`src/rtl/core/ect_pkg.sv`:
```
`timescale 1ns / 1ps
`default_nettype none
// ----------------------------------------------------------------------------
// ect_pkg
// shared types, sizes and codes of the event centroid tracker
// ----------------------------------------------------------------------------
package ect_pkg;

   // frame geometry
   localparam int unsigned FRAME_W = 512;
   localparam int unsigned FRAME_H = 256;

   // field widths fixed by the interface
   localparam int unsigned EVENT_W   = 32;
   localparam int unsigned COORD_W   = 14;
   localparam int unsigned X_LSB     = 16;
   localparam int unsigned Y_LSB     = 0;
   localparam int unsigned OFFSET_W  = 6;
   localparam int unsigned X_OUT_W   = 9;
   localparam int unsigned Y_OUT_W   = 8;
   localparam int unsigned ACT_OUT_W = 18;
   localparam int unsigned DROP_W    = 16;

   localparam logic [OFFSET_W-1:0] OFFSET_RESET = OFFSET_W'(14);
   localparam logic [DROP_W-1:0]   DROP_MAX     = {DROP_W{1'b1}};

   // command codes
   localparam logic CMD_EVENT = 1'b0;
   localparam logic CMD_END   = 1'b1;

   // derived sizes
   localparam int unsigned COL_W     = $clog2(FRAME_W);
   localparam int unsigned ROW_W     = $clog2(FRAME_H);
   localparam int unsigned FULL_W    = COORD_W + 1;
   localparam int unsigned MAP_BITS  = FRAME_W * FRAME_H;
   localparam int unsigned MAP_IDX_W = $clog2(MAP_BITS);
   localparam int unsigned CNT_W     = $clog2(MAP_BITS + 1);
   localparam int unsigned SUM_COL_W = COL_W + MAP_IDX_W;
   localparam int unsigned SUM_ROW_W = ROW_W + MAP_IDX_W;

   // occupancy map organized as words
   localparam int unsigned MAP_WORD_W = 64;
   localparam int unsigned WORD_SEL_W = $clog2(MAP_WORD_W);
   localparam int unsigned MAP_WORDS  = (MAP_BITS + MAP_WORD_W - 1) / MAP_WORD_W;
   localparam int unsigned MAP_ADDR_W = MAP_IDX_W - WORD_SEL_W;

   // divider sizes
   localparam int unsigned DIV_Q_W = (COL_W > ROW_W) ? COL_W : ROW_W;
   localparam int unsigned DIV_N_W = (SUM_COL_W > SUM_ROW_W) ? SUM_COL_W : SUM_ROW_W;
   localparam int unsigned DIV_W   = (DIV_N_W > CNT_W + DIV_Q_W) ? DIV_N_W : CNT_W + DIV_Q_W;
   localparam int unsigned DIV_STEP_W = $clog2(DIV_Q_W + 1);

   // front to back queue
   localparam int unsigned QUEUE_DEPTH = 2;
   localparam int unsigned Q_PTR_W     = (QUEUE_DEPTH > 1) ? $clog2(QUEUE_DEPTH) : 1;
   localparam int unsigned Q_CNT_W     = $clog2(QUEUE_DEPTH + 1);

   typedef enum logic [1:0] {
      OP_HIT,
      OP_DROP,
      OP_END
   } op_kind_type;

   typedef struct packed {
      op_kind_type                 kind;
      logic [MAP_ADDR_W-1:0]       addr;
      logic [WORD_SEL_W-1:0]       bit_sel;
      logic [COL_W-1:0]            col;
      logic [ROW_W-1:0]            row;
   } op_type;

   typedef struct packed {
      logic   valid;
      op_type op;
   } q_head_type;

endpackage
`default_nettype wire

```
`src/rtl/core/ect_front.sv`:
```
`timescale 1ns / 1ps
`default_nettype none
// ----------------------------------------------------------------------------
// ect_front
// offset register, event decode and classification, short op queue
// ----------------------------------------------------------------------------
module ect_front (
   input  wire logic                           clock,
   input  wire logic                           reset,
   input  wire logic                           csr_write,
   input  wire logic [ect_pkg::OFFSET_W-1:0]   csr_wdata,
   input  wire logic                           req_push,
   input  wire logic                           req_command,
   input  wire logic [ect_pkg::EVENT_W-1:0]    req_event_word,
   output logic                                req_full,
   input  wire logic                           init_busy,
   input  wire logic                           q_pop,
   output ect_pkg::q_head_type                 q_head
);

   logic [ect_pkg::OFFSET_W-1:0]  offset_ff;
   logic [ect_pkg::FULL_W-1:0]    col_full;
   logic [ect_pkg::FULL_W-1:0]    row_full;
   logic                          in_frame;
   logic [ect_pkg::MAP_IDX_W-1:0] map_idx;
   ect_pkg::op_type               new_op;
   logic                          push_ok;

   ect_pkg::op_type               entries_ff [ect_pkg::QUEUE_DEPTH];
   logic [ect_pkg::Q_PTR_W-1:0]   wr_ptr_ff, wr_ptr_in;
   logic [ect_pkg::Q_PTR_W-1:0]   rd_ptr_ff, rd_ptr_in;
   logic [ect_pkg::Q_CNT_W-1:0]   count_ff, count_in;

   function automatic logic [ect_pkg::Q_PTR_W-1:0] next_ptr(
      input logic [ect_pkg::Q_PTR_W-1:0] ptr
   );
      logic [ect_pkg::Q_PTR_W-1:0] nxt;
      if (ptr == ect_pkg::Q_PTR_W'(ect_pkg::QUEUE_DEPTH - 1)) begin
         nxt = '0;
      end else begin
         nxt = ptr + ect_pkg::Q_PTR_W'(1);
      end
      return nxt;
   endfunction

   // decode and offset
   always_comb begin
      col_full = ect_pkg::FULL_W'(req_event_word[ect_pkg::X_LSB +: ect_pkg::COORD_W])
               + ect_pkg::FULL_W'(offset_ff);
      row_full = ect_pkg::FULL_W'(req_event_word[ect_pkg::Y_LSB +: ect_pkg::COORD_W])
               + ect_pkg::FULL_W'(offset_ff);
      in_frame = (col_full < ect_pkg::FULL_W'(ect_pkg::FRAME_W))
              && (row_full < ect_pkg::FULL_W'(ect_pkg::FRAME_H));
      map_idx  = ect_pkg::MAP_IDX_W'(row_full[ect_pkg::ROW_W-1:0])
               * ect_pkg::MAP_IDX_W'(ect_pkg::FRAME_W)
               + ect_pkg::MAP_IDX_W'(col_full[ect_pkg::COL_W-1:0]);

      new_op.addr    = map_idx[ect_pkg::MAP_IDX_W-1:ect_pkg::WORD_SEL_W];
      new_op.bit_sel = map_idx[ect_pkg::WORD_SEL_W-1:0];
      new_op.col     = col_full[ect_pkg::COL_W-1:0];
      new_op.row     = row_full[ect_pkg::ROW_W-1:0];
      if (req_command == ect_pkg::CMD_END) begin
         new_op.kind = ect_pkg::OP_END;
      end else if (in_frame) begin
         new_op.kind = ect_pkg::OP_HIT;
      end else begin
         new_op.kind = ect_pkg::OP_DROP;
      end
   end

   // queue control
   assign req_full = (count_ff == ect_pkg::Q_CNT_W'(ect_pkg::QUEUE_DEPTH)) || init_busy;
   assign push_ok  = req_push && !req_full;

   always_comb begin
      wr_ptr_in = push_ok ? next_ptr(wr_ptr_ff) : wr_ptr_ff;
      rd_ptr_in = q_pop ? next_ptr(rd_ptr_ff) : rd_ptr_ff;
      count_in  = count_ff + ect_pkg::Q_CNT_W'(push_ok) - ect_pkg::Q_CNT_W'(q_pop);
   end

   always_ff @(posedge clock) begin
      if (reset) begin
         offset_ff <= ect_pkg::OFFSET_RESET;
         wr_ptr_ff <= '0;
         rd_ptr_ff <= '0;
         count_ff  <= '0;
      end else begin
         if (csr_write) begin
            offset_ff <= csr_wdata;
         end
         wr_ptr_ff <= wr_ptr_in;
         rd_ptr_ff <= rd_ptr_in;
         count_ff  <= count_in;
      end
      if (push_ok) begin
         entries_ff[wr_ptr_ff] <= new_op;
      end
   end

   assign q_head.valid = (count_ff != '0);
   assign q_head.op    = entries_ff[rd_ptr_ff];

   a_count_bound : assert property (@(posedge clock) disable iff (reset)
      count_ff <= ect_pkg::Q_CNT_W'(ect_pkg::QUEUE_DEPTH))
      else $error("op queue count beyond depth");

   a_pop_nonempty : assert property (@(posedge clock) disable iff (reset)
      q_pop |-> count_ff != '0)
      else $error("op queue popped while empty");

endmodule
`default_nettype wire

```
`config.mk`:
```
export PLATFORM = sky130hd
export DESIGN_NAME = ect_front
export DESIGN_NICKNAME = d
export VERILOG_FILES = /design/src/rtl/core/ect_pkg.sv /design/src/rtl/core/ect_front.sv
export SDC_FILE = /design/constraint.sdc
export NUM_CORES = 1
export LEC_CHECK = 0
export ABC_AREA = 1
export BUFFER_PORTS_ARGS = -buffer_cell sky130_fd_sc_hd__clkbuf_2
export CORE_MARGIN = 2
export CORE_UTILIZATION = 30
export DETAILED_ROUTE_END_ITERATION = 16
export MAX_ROUTING_LAYER = met4
export SKIP_LAST_GASP = 1
export SLEW_MARGIN = 20
export SYNTH_ARGS = -nofsm -noshare
export SYNTH_HDL_FRONTEND = slang
export SYNTH_SLANG_ARGS = --single-unit
```
`constraint.sdc`:
```
create_clock -name clock -period 2.45 [get_ports clock]
set_input_delay 0.49 -clock clock [delete_from_list [all_inputs] [get_ports clock]]
set_output_delay 0.49 -clock clock [all_outputs]
set_load 0.01 [all_outputs]
```
==> impl_metrics.yaml, run 1 <==
status:
  outcome: "complete, no violations"
synthesis:
  netlist_area_sq_um: 3070
  synth_area_leader_cell: "edfxtp_1"
  yosys-top-cells-area: "edfxtp_1, nand2_1, dfxtp_1"
  synth_top_area_frac: 0.372
  ys_types: 29
  synth_commonest_cells: "nand2_1, inv_1, edfxtp_1"
  synth_edf_count: 38
  ys.flop_type: "edfxtp_1"
  ys_seq_elements: 49
  yosys_warnings: 0
  async_flop_share: 0
  yosysSeqAreaShare: 0.444
  synth.avg_cell_area_sq_um: 8.77
  syn_nets: 411
  post-synth-top-count-cell: "nand2_1"
  syn_inst: 350
placement:
  routabilityCongestion: 0.820
  portBuffers: 78
  dp_hpwl_um: 5410
  pre_cts_ws_ps: -13.0
timing:
  worst_pin_slew_ps: 300
  relSlewSlack: 0.800
  fmax_mhz: 455
  slew_viol_final: 0
  setup_slack_ps: 250
  fin_worst_skew_ps: 5.19
  layout_min_cycle_time_ps: 2200
  setup_viol: 0
  hold_violations: 0
  period_share: 0.898
  rsz0062_at_grt: "no"
clock_network:
  ctsResizeCount: 0
  cts_setup_buffers: 0
  cts_tree: "built"
  clockBufferDepth: 2
  cts_buffers: 5
  cts.sinks: 49
  clock_latency_ps: 300
  clk_pin_slew_ps: 90
  h-tree-depth: 2
  ctsHoldBuffers: 0
  root_buffer: "clkbuf_8"
setup_path:
  crit_arrival_ps: 2270
  r2r_cells: 14
  cp.required_ps: 2520
  crit_path_frequent_cell: "nand2_1"
  worstPathMaxFanout: 4
  critPathSlowestCell: "fa_1"
  cpPeakStageDelay_ps: 430
  reg2reg_from: "offset_ff[0]"
  crit_type: "register to register"
  crit_chain: "ha_1, fa_1, nand3_1, nand2_1, nand2_1, nand2_1, nand2_1, nand2_1, nand2_1, nand2_1, nor2_1, nand2_1, nor2_1, nor2_1"
  worst_setup_path_end_kind: "register"
  r2r_slack_ps: 250
  worstSetupStartpointType: "register"
  reg2reg_to: "entries_ff[0][34]"
pwr:
  p_comb_frac: 0.258
  vdd_drop_max_mv: 0.230
  power.density_nw_per_um2: 584
  switching_share: 0.293
  clkPwrFrac: 0.274
  seqPwrFrac: 0.468
  switchingPower_uw: 626
  internal_power_mw: 1.51
  p_leak_nw: 1.77
global_routing:
  grt_pass1_wl_um: 11100
  gr-usage-all-layers: 0.131
  grt_max_degree: 20
  gr-total-overflow: 0
  grt_pass1_vias: 2323
  antenna_found_initial: 0
layout:
  num_antenna_cells: 0
  layout.nets: 485
  drive_gt1_frac: 0.292
  area_growth_pct: 19.3
  fin_util: 0.371
floorplan:
  rows: 36
  die_h_um: 105
  die_x_um: 105
  start_util: 0.311
  ioPinCount: 83
  die_area_sq_um: 11100
  coreArea_sq_um: 9860
worst_hold_path:
  holdPathEnd: "count_ff[0]"
  hold_path_startpoint: "reset"
  min_path_type: "input port to register"
  min_delay_path_depth: 2
route:
  drtAntennaViolNets: 0
  avgViaCountPerCell: 4.43
  routed_wl_um: 6800
  drc: 0
  route.vias.total: 2472
  drt_iter0_markers: 117
  drtPass1Iterations: 5
  post_drt_wl_per_cell_um: 12.2
run:
  max_cap_viol_count: 0
[final cells by class]
class / instances / area (sq um)
well taps: 133 / 166
fillers: 1022 / 6200
clock buffers: 5 / 68.8
inverters: 41 / 154
repair buffers: 86 / 450
clock inverters: 3 / 43.8
multi-input cells: 241 / 1420
flip-flops and latches: 49 / 1360
[cells in the final DEF, fill, tap and decap left out, types with 2 or more instances in the layout]
master	instances
mux2_2	19
inv_1	41
nand2_2	4
nand2_1	86
or2_2	2
o21ai_0	5
nor2_2	2
dfxtp_1	11
a21oi_1	5
clkbuf_2	78
nor3_1	2
nor2_1	33
ha_1	14
buf_4	8
xnor2_1	2
xor2_1	14
nand4_1	5
clkbuf_8	5
fa_1	2
edfxtp_1	38
nand3_1	37
[logic make-up (layout without fill, tap and decap cells)]
group | Yosys count | after routing | share of synthesized area
and+or+nand+nor | 177 | 177 | 0.252
adders and majority gates | 16 | 16 | 0.0701
buffers and inverters | 60 | 135 | 0.0950
xor gates and xnor gates | 16 | 16 | 0.0457
DFF | 49 | 49 | 0.444
AOI/OAI and AO/OA | 13 | 13 | 0.0236
muxes | 19 | 19 | 0.0697
[metrics by stage]
| stage | cells | TNS (ps) | power [mW] | hold slack [ps] | instance area (sq um) |
|---|---|---|---|---|---|
| final | 558 | 0 | 2.14 | 384 | 3660 |
| after global routing | 558 | 0 | 2.27 | 385 | 3660 |
| after CTS | 558 | 0 | 2.17 | 376 | 3660 |
| after detailed placement | 550 | -26.0 | 1.58 | 472 | 3550 |
| after global placement | 550 | 0 | 1.56 | 461 | 3550 |
| after floorplan | 350 | 0 | 1.41 | 436 | 3070 |
[state kept, by name, indices dropped and copies added (netlist names), named ones only]
register,count
offset_ff,6
rd_ptr_ff,1
wr_ptr_ff,1
entries_ff,38
count_ff,2
[power groups by stage]
| stage | clock network (mW) | logic (mW) | registers [mW] |
|---|---|---|---|
| after floorplan | 0 | 0.392 | 1.01 |
| after global placement | 0 | 0.545 | 1.02 |
| after detailed placement | 0 | 0.557 | 1.02 |
| after CTS | 0.603 | 0.561 | 1.00 |
| after global routing | 0.637 | 0.620 | 1.01 |
| final | 0.586 | 0.552 | 1.00 |
[worst max-delay path by stage]
stage	endpoint	slack (ps)	from
after floorplan	entries_ff[0][34]	300	req_event_word[16]
after global placement	entries_ff[0][34]	9	req_event_word[0]
after detailed placement	entries_ff[0][34]	-10	req_event_word[0]
after CTS	entries_ff[0][34]	230	offset_ff[0]
after global routing	entries_ff[0][34]	30	offset_ff[0]
final	entries_ff[0][34]	250	offset_ff[0]
[routing by layer]
metal  share of wire  global-route usage  up-vias
met4           0.019              0.0390        0
met5               0                   -        -
met2            0.49               0.225       75
li1                -                   -     1280
met1            0.46               0.161     1110
met3           0.036              0.0150        7
[critical path, delay by kind of cell, from the launching register on]
| family | cells | cell delay [ps] |
|---|---|---|
| flip-flops | 1 | 350 |
| AND/OR/NAND/NOR | 12 | 960 |
| adder cells (fa/ha/maj) | 2 | 650 |
No activity file was read; power rests on OpenSTA's default activity.
==> inputs of run 2 (changes only) <==
CORE_UTILIZATION = 53   (was 30)
PLACE_DENSITY = 0.8   (was default)
==> impl_metrics.yaml, run 2 (synthesized netlist as in run 1, its figures left out) <==
status:
  outcome: "complete, no violations"
layout:
  drive_gt1_frac: 0.289
  multi_input_area_sq_um: 1420
  final_cell_area_sq_um: 3580
  layout_common_cells: "nand2_1, clkbuf_2, inv_1, edfxtp_1, nand3_1"
  n_fill_cell: 475
  num_antenna_cells: 0
  fin_util: 0.647
  regMostFlops: "entries_ff"
  final_common_cell: "nand2_1"
  regArea_sq_um: 1360
  reg_top3: "entries_ff x38, offset_ff x6, count_ff x2"
  largest_reg_flops: 38
  area_growth_pct: 16.7
  layout.nets: 485
worst_hold_path:
  hold_path_startpoint: "reset"
  min_path_type: "input port to register"
pwr:
  vdd_drop_max_mv: 0.356
  p_leak_nw: 1.76
  power.density_nw_per_um2: 590
route:
  route.vias.total: 2520
  drtAntennaViolNets: 0
  avgViaCountPerCell: 5.07
  drt_iter0_markers: 123
  post_drt_wl_per_cell_um: 12.5
  drc: 0
  drtPass1Iterations: 4
  routed_wl_um: 6200
clock_network:
  root_buffer: "clkbuf_8"
  ctsResizeCount: 0
  clock_latency_ps: 300
  cts_setup_buffers: 0
  h-tree-depth: 2
  cts_tree: "built"
  ctsHoldBuffers: 0
  clk_pin_slew_ps: 100
  cts_buffers: 5
  cts.sinks: 49
  clockBufferDepth: 2
global_routing:
  grt_pass1_vias: 2299
  gr-total-overflow: 0
  gr-usage-all-layers: 0.212
  antenna_found_initial: 0
  grt_max_degree: 20
  grt_pass1_wl_um: 10200
timing:
  period_share: 0.895
  setup_slack_ps: 258
  fin_worst_skew_ps: 12.3
  hold_violations: 0
  slew_viol_final: 0
  relSlewSlack: 0.815
  layout_min_cycle_time_ps: 2190
  worst_pin_slew_ps: 278
  tns_ps: 0
  setup_viol: 0
  rsz0062_at_grt: "no"
  fmax_mhz: 456
setup_path:
  crit_arrival_ps: 2260
  cpPeakStageDelay_ps: 430
  worst_setup_path_end_kind: "register"
  crit_type: "register to register"
  worstSetupStartpointType: "register"
  crit_chain: "ha_1, fa_1, nand2_1, nand2_1, nand3_1, nand2_1, nand3_1, nand2_1, inv_1, nand2_1, nor2_1, nand2_1, nor2_1, nor2_1"
  critPathSlowestCell: "fa_1"
  worstPathMaxFanout: 3
  cp.required_ps: 2520
  crit_path_frequent_cell: "nand2_1"
  reg2reg_from: "offset_ff[0]"
  cp-startpoint: "offset_ff[0]"
floorplan:
  rows: 27
  ioPinCount: 83
  die_area_sq_um: 6420
  die_x_um: 80.1
  die_h_um: 80.1
  start_util: 0.554
  coreArea_sq_um: 5540
placement:
  placed_cell_area_sq_um: 3470
  dp_hpwl_um: 4950
  routabilityCongestion: 0.881
  portBuffers: 78
  pre_cts_ws_ps: 36.8
run:
  max_cap_viol_count: 0
==> run 2: cell types whose count changed in the layout (fill, tap and decap cells not counted), sizes merged <==
cell / change
clkinvlp: +1
inv: -1
==> run 2: layout make-up <==
type,instances,share of cell area
multi-input cells,241,0.395
flip-flops and latches,49,0.380
repair buffers,86,0.126
inverters,41,0.0430
well taps,72,0.0251
clock buffers,5,0.0192
clock inverters,3,0.0115
==> run 2: final timing paths <==
kind                       end  slack (ps)  cells past startpoint
max          entries_ff[0][34]         260                     14
min                count_ff[0]         390                      2
max reg2reg  entries_ff[0][34]         260                     14
min reg2reg        count_ff[1]         480                      1
==> run 2: worst max-delay path: cells and delay by family, from the launching register on <==
family | cells | cell delay (ps)
flops | 1 | 340
simple gates | 11 | 890
buf+inv | 1 | 50
fa+ha+maj | 2 | 660
==> run 2: power breakdown <==
part	total (mW)	internal, mW	switching, mW
combinational	0.547	0.227	0.320
clock	0.566	0.300	0.265
sequential	1.00	0.980	0.0223
==> run 2: through the flow <==
stage	hold slack [ps]	power, mW	cells
2_1_floorplan	436	1.41	350
3_3_place_gp	460	1.55	489
3_5_place_dp	466	1.57	489
4_1_cts	384	2.12	497
5_1_grt	390	2.23	497
6_report	386	2.11	497
==> run 2: metal layers <==
layer | GRT usage | up-vias | wire length [um]
li1 | - | 1288 | -
met1 | 0.274 | 1139 | 2830
met2 | 0.334 | 76 | 2930
met3 | 0.0382 | 17 | 289
met4 | 0.0814 | 0 | 153
met5 | - | - | 0
==> inputs of run 3 (changes only) <==
==> constraint.sdc (replaced) <==
create_clock -name clock -period 2.45 [get_ports clock]
set_input_delay 0 -clock clock [delete_from_list [all_inputs] [get_ports clock]]
set_output_delay 0 -clock clock [all_outputs]
set_load 0.01 [all_outputs]
==> impl_metrics.yaml, run 3 (synthesized netlist as in run 1, its figures left out) <==
timing:
  fin_worst_skew_ps: 9.49
  setup_viol: 0
  worst_pin_slew_ps: 279
  slew_viol_final: 0
  hold_violations: 0
  period_share: 0.923
  fmax_mhz: 442
  tns_ps: 0
  rsz0062_at_grt: "no"
  relSlewSlack: 0.814
  layout_min_cycle_time_ps: 2260
clock_network:
  cts.sinks: 49
  cts_buffers: 5
  clockBufferDepth: 2
  clk_pin_slew_ps: 90
  root_buffer: "clkbuf_8"
  h-tree-depth: 2
  cts_setup_buffers: 0
  cts_tree: "built"
  clock_latency_ps: 300
layout:
  n_fill_cell: 481
  reg_top3: "entries_ff x38, offset_ff x6, count_ff x2"
  num_antenna_cells: 0
  drive_gt1_frac: 0.277
  layout.nets: 489
  regArea_sq_um: 1360
  multi_input_area_sq_um: 1420
  final_common_cell: "nand2_1"
  layout_common_cells: "nand2_1, clkbuf_2, inv_1, edfxtp_1, nand3_1"
  regMostFlops: "entries_ff"
  largest_reg_flops: 38
  area_growth_pct: 18.5
  instances_no_fill: 501
setup_path:
  cp.required_ps: 2510
  reg2reg_to: "entries_ff[1][34]"
  r2r_slack_ps: 190
  crit_type: "register to register"
  crit_path_frequent_cell: "nand2_1"
  reg2reg_from: "offset_ff[0]"
  crit_arrival_ps: 2320
  worstPathMaxFanout: 4
  r2r_cells: 14
  worstSetupStartpointType: "register"
  worst_setup_path_end_kind: "register"
  cpPeakStageDelay_ps: 430
  crit_chain: "ha_1, fa_1, nand3_1, nand2_1, nand2_1, nand2_1, nand2_1, nand2_1, nand2_1, nand2_1, nor2_1, nand2_1, nor2_1, nor2_1"
  critPathSlowestCell: "fa_1"
pwr:
  vdd_drop_max_mv: 0.358
  p_leak_nw: 1.78
  power.density_nw_per_um2: 585
global_routing:
  antenna_found_initial: 0
  use_met3: 0.0315
  gr-usage-all-layers: 0.212
  grt_pass1_vias: 2243
  met1_usage: 0.273
  gr-total-overflow: 0
  grt_pass1_wl_um: 10200
  grt_max_degree: 20
  grt-busiest-layer: "met2"
  grt_use_met2: 0.349
placement:
  dp_cells: 484
  routabilityCongestion: 0.884
  dp_hpwl_um: 4940
  portBuffers: 78
worst_hold_path:
  min_path_type: "input port to register"
  min_delay_path_depth: 3
  hold_path_startpoint: "csr_write"
  holdPathEnd: "offset_ff[1]"
floorplan:
  rows: 27
  die_h_um: 80.1
  start_util: 0.554
  coreArea_sq_um: 5540
  die_area_sq_um: 6420
  ioPinCount: 83
  die_x_um: 80.1
status:
  outcome: "complete, no violations"
route:
  drtAntennaViolNets: 0
  drc: 0
  routed_wl_um: 6550
  drt_iter0_markers: 109
  route.vias.total: 2550
  drtPass1Iterations: 4
  post_drt_wl_per_cell_um: 13.1
  avgViaCountPerCell: 5.09
run:
  max_cap_viol_count: 0
-- run 3: cell count changes in the layout (fill, tap and decap cells not counted), sizes merged --
cell / change
dlygate4sd3: +9
buf: -5
-- run 3: stage by stage --
step / util / hold WS (ps) / total power, mW / instance area, sq um / setup WS [ps]
2_1_floorplan: - / 71.2 / 1.41 / 3070 / 493
3_3_place_gp: 0.620 / 221 / 1.54 / 3430 / 259
3_5_place_dp: 0.620 / 221 / 1.56 / 3430 / 230
4_1_cts: 0.656 / 3.03 / 2.13 / 3630 / 195
5_1_grt: 0.657 / 57.7 / 2.23 / 3640 / 57.1
6_report: 0.657 / 13.4 / 2.13 / 3640 / 189
-- run 3: critical path: cells and delay by family (launching register included) --
kind	cells	cell delay, ps
simple gates	12	1000
fa+ha+maj	2	660
flops	1	360
-- run 3: how the worst max path moves through the flow --
stage	from	to	slack (ps)	cells after the start
5_1_grt	offset_ff[0]	entries_ff[1][34]	60	12
6_report	offset_ff[0]	entries_ff[1][34]	190	14
3_3_place_gp	offset_ff[0]	entries_ff[0][34]	260	12
4_1_cts	offset_ff[0]	entries_ff[1][34]	190	12
3_5_place_dp	offset_ff[0]	entries_ff[1][34]	230	12
2_1_floorplan	offset_ff[0]	entries_ff[0][34]	490	12
-- run 3: metal layers --
metal / wire length (um) / share of wire / vias up
li1: - / - / 1295
met1: 2990 / 0.46 / 1175
met2: 3210 / 0.49 / 71
met3: 257 / 0.039 / 9
met4: 94 / 0.014 / 0
met5: 0 / 0 / -
-- run 3: layout make-up --
type	count	area share
clock buffers	5	0.0189
multi-input cells	241	0.390
repair buffers	90	0.138
clock inverters	3	0.0114
well taps	72	0.0248
inverters	41	0.0423
flip-flops and latches	49	0.374
-- run 3: repair_timing --
action / 4_1_cts / 5_1_grt
setup endpoints to repair: 0 / 2
gates resized for setup: 0 / 1
endpoints found under the hold margin: 11 / 0
hold buffers: 9 / 0
-- run 3: power by group --
| group | internal [mW] | leakage [nW] | switching (mW) |
|---|---|---|---|
| logic | 0.227 | 1.28 | 0.326 |
| clock network | 0.301 | 0.0518 | 0.274 |
| registers | 0.980 | 0.439 | 0.0221 |
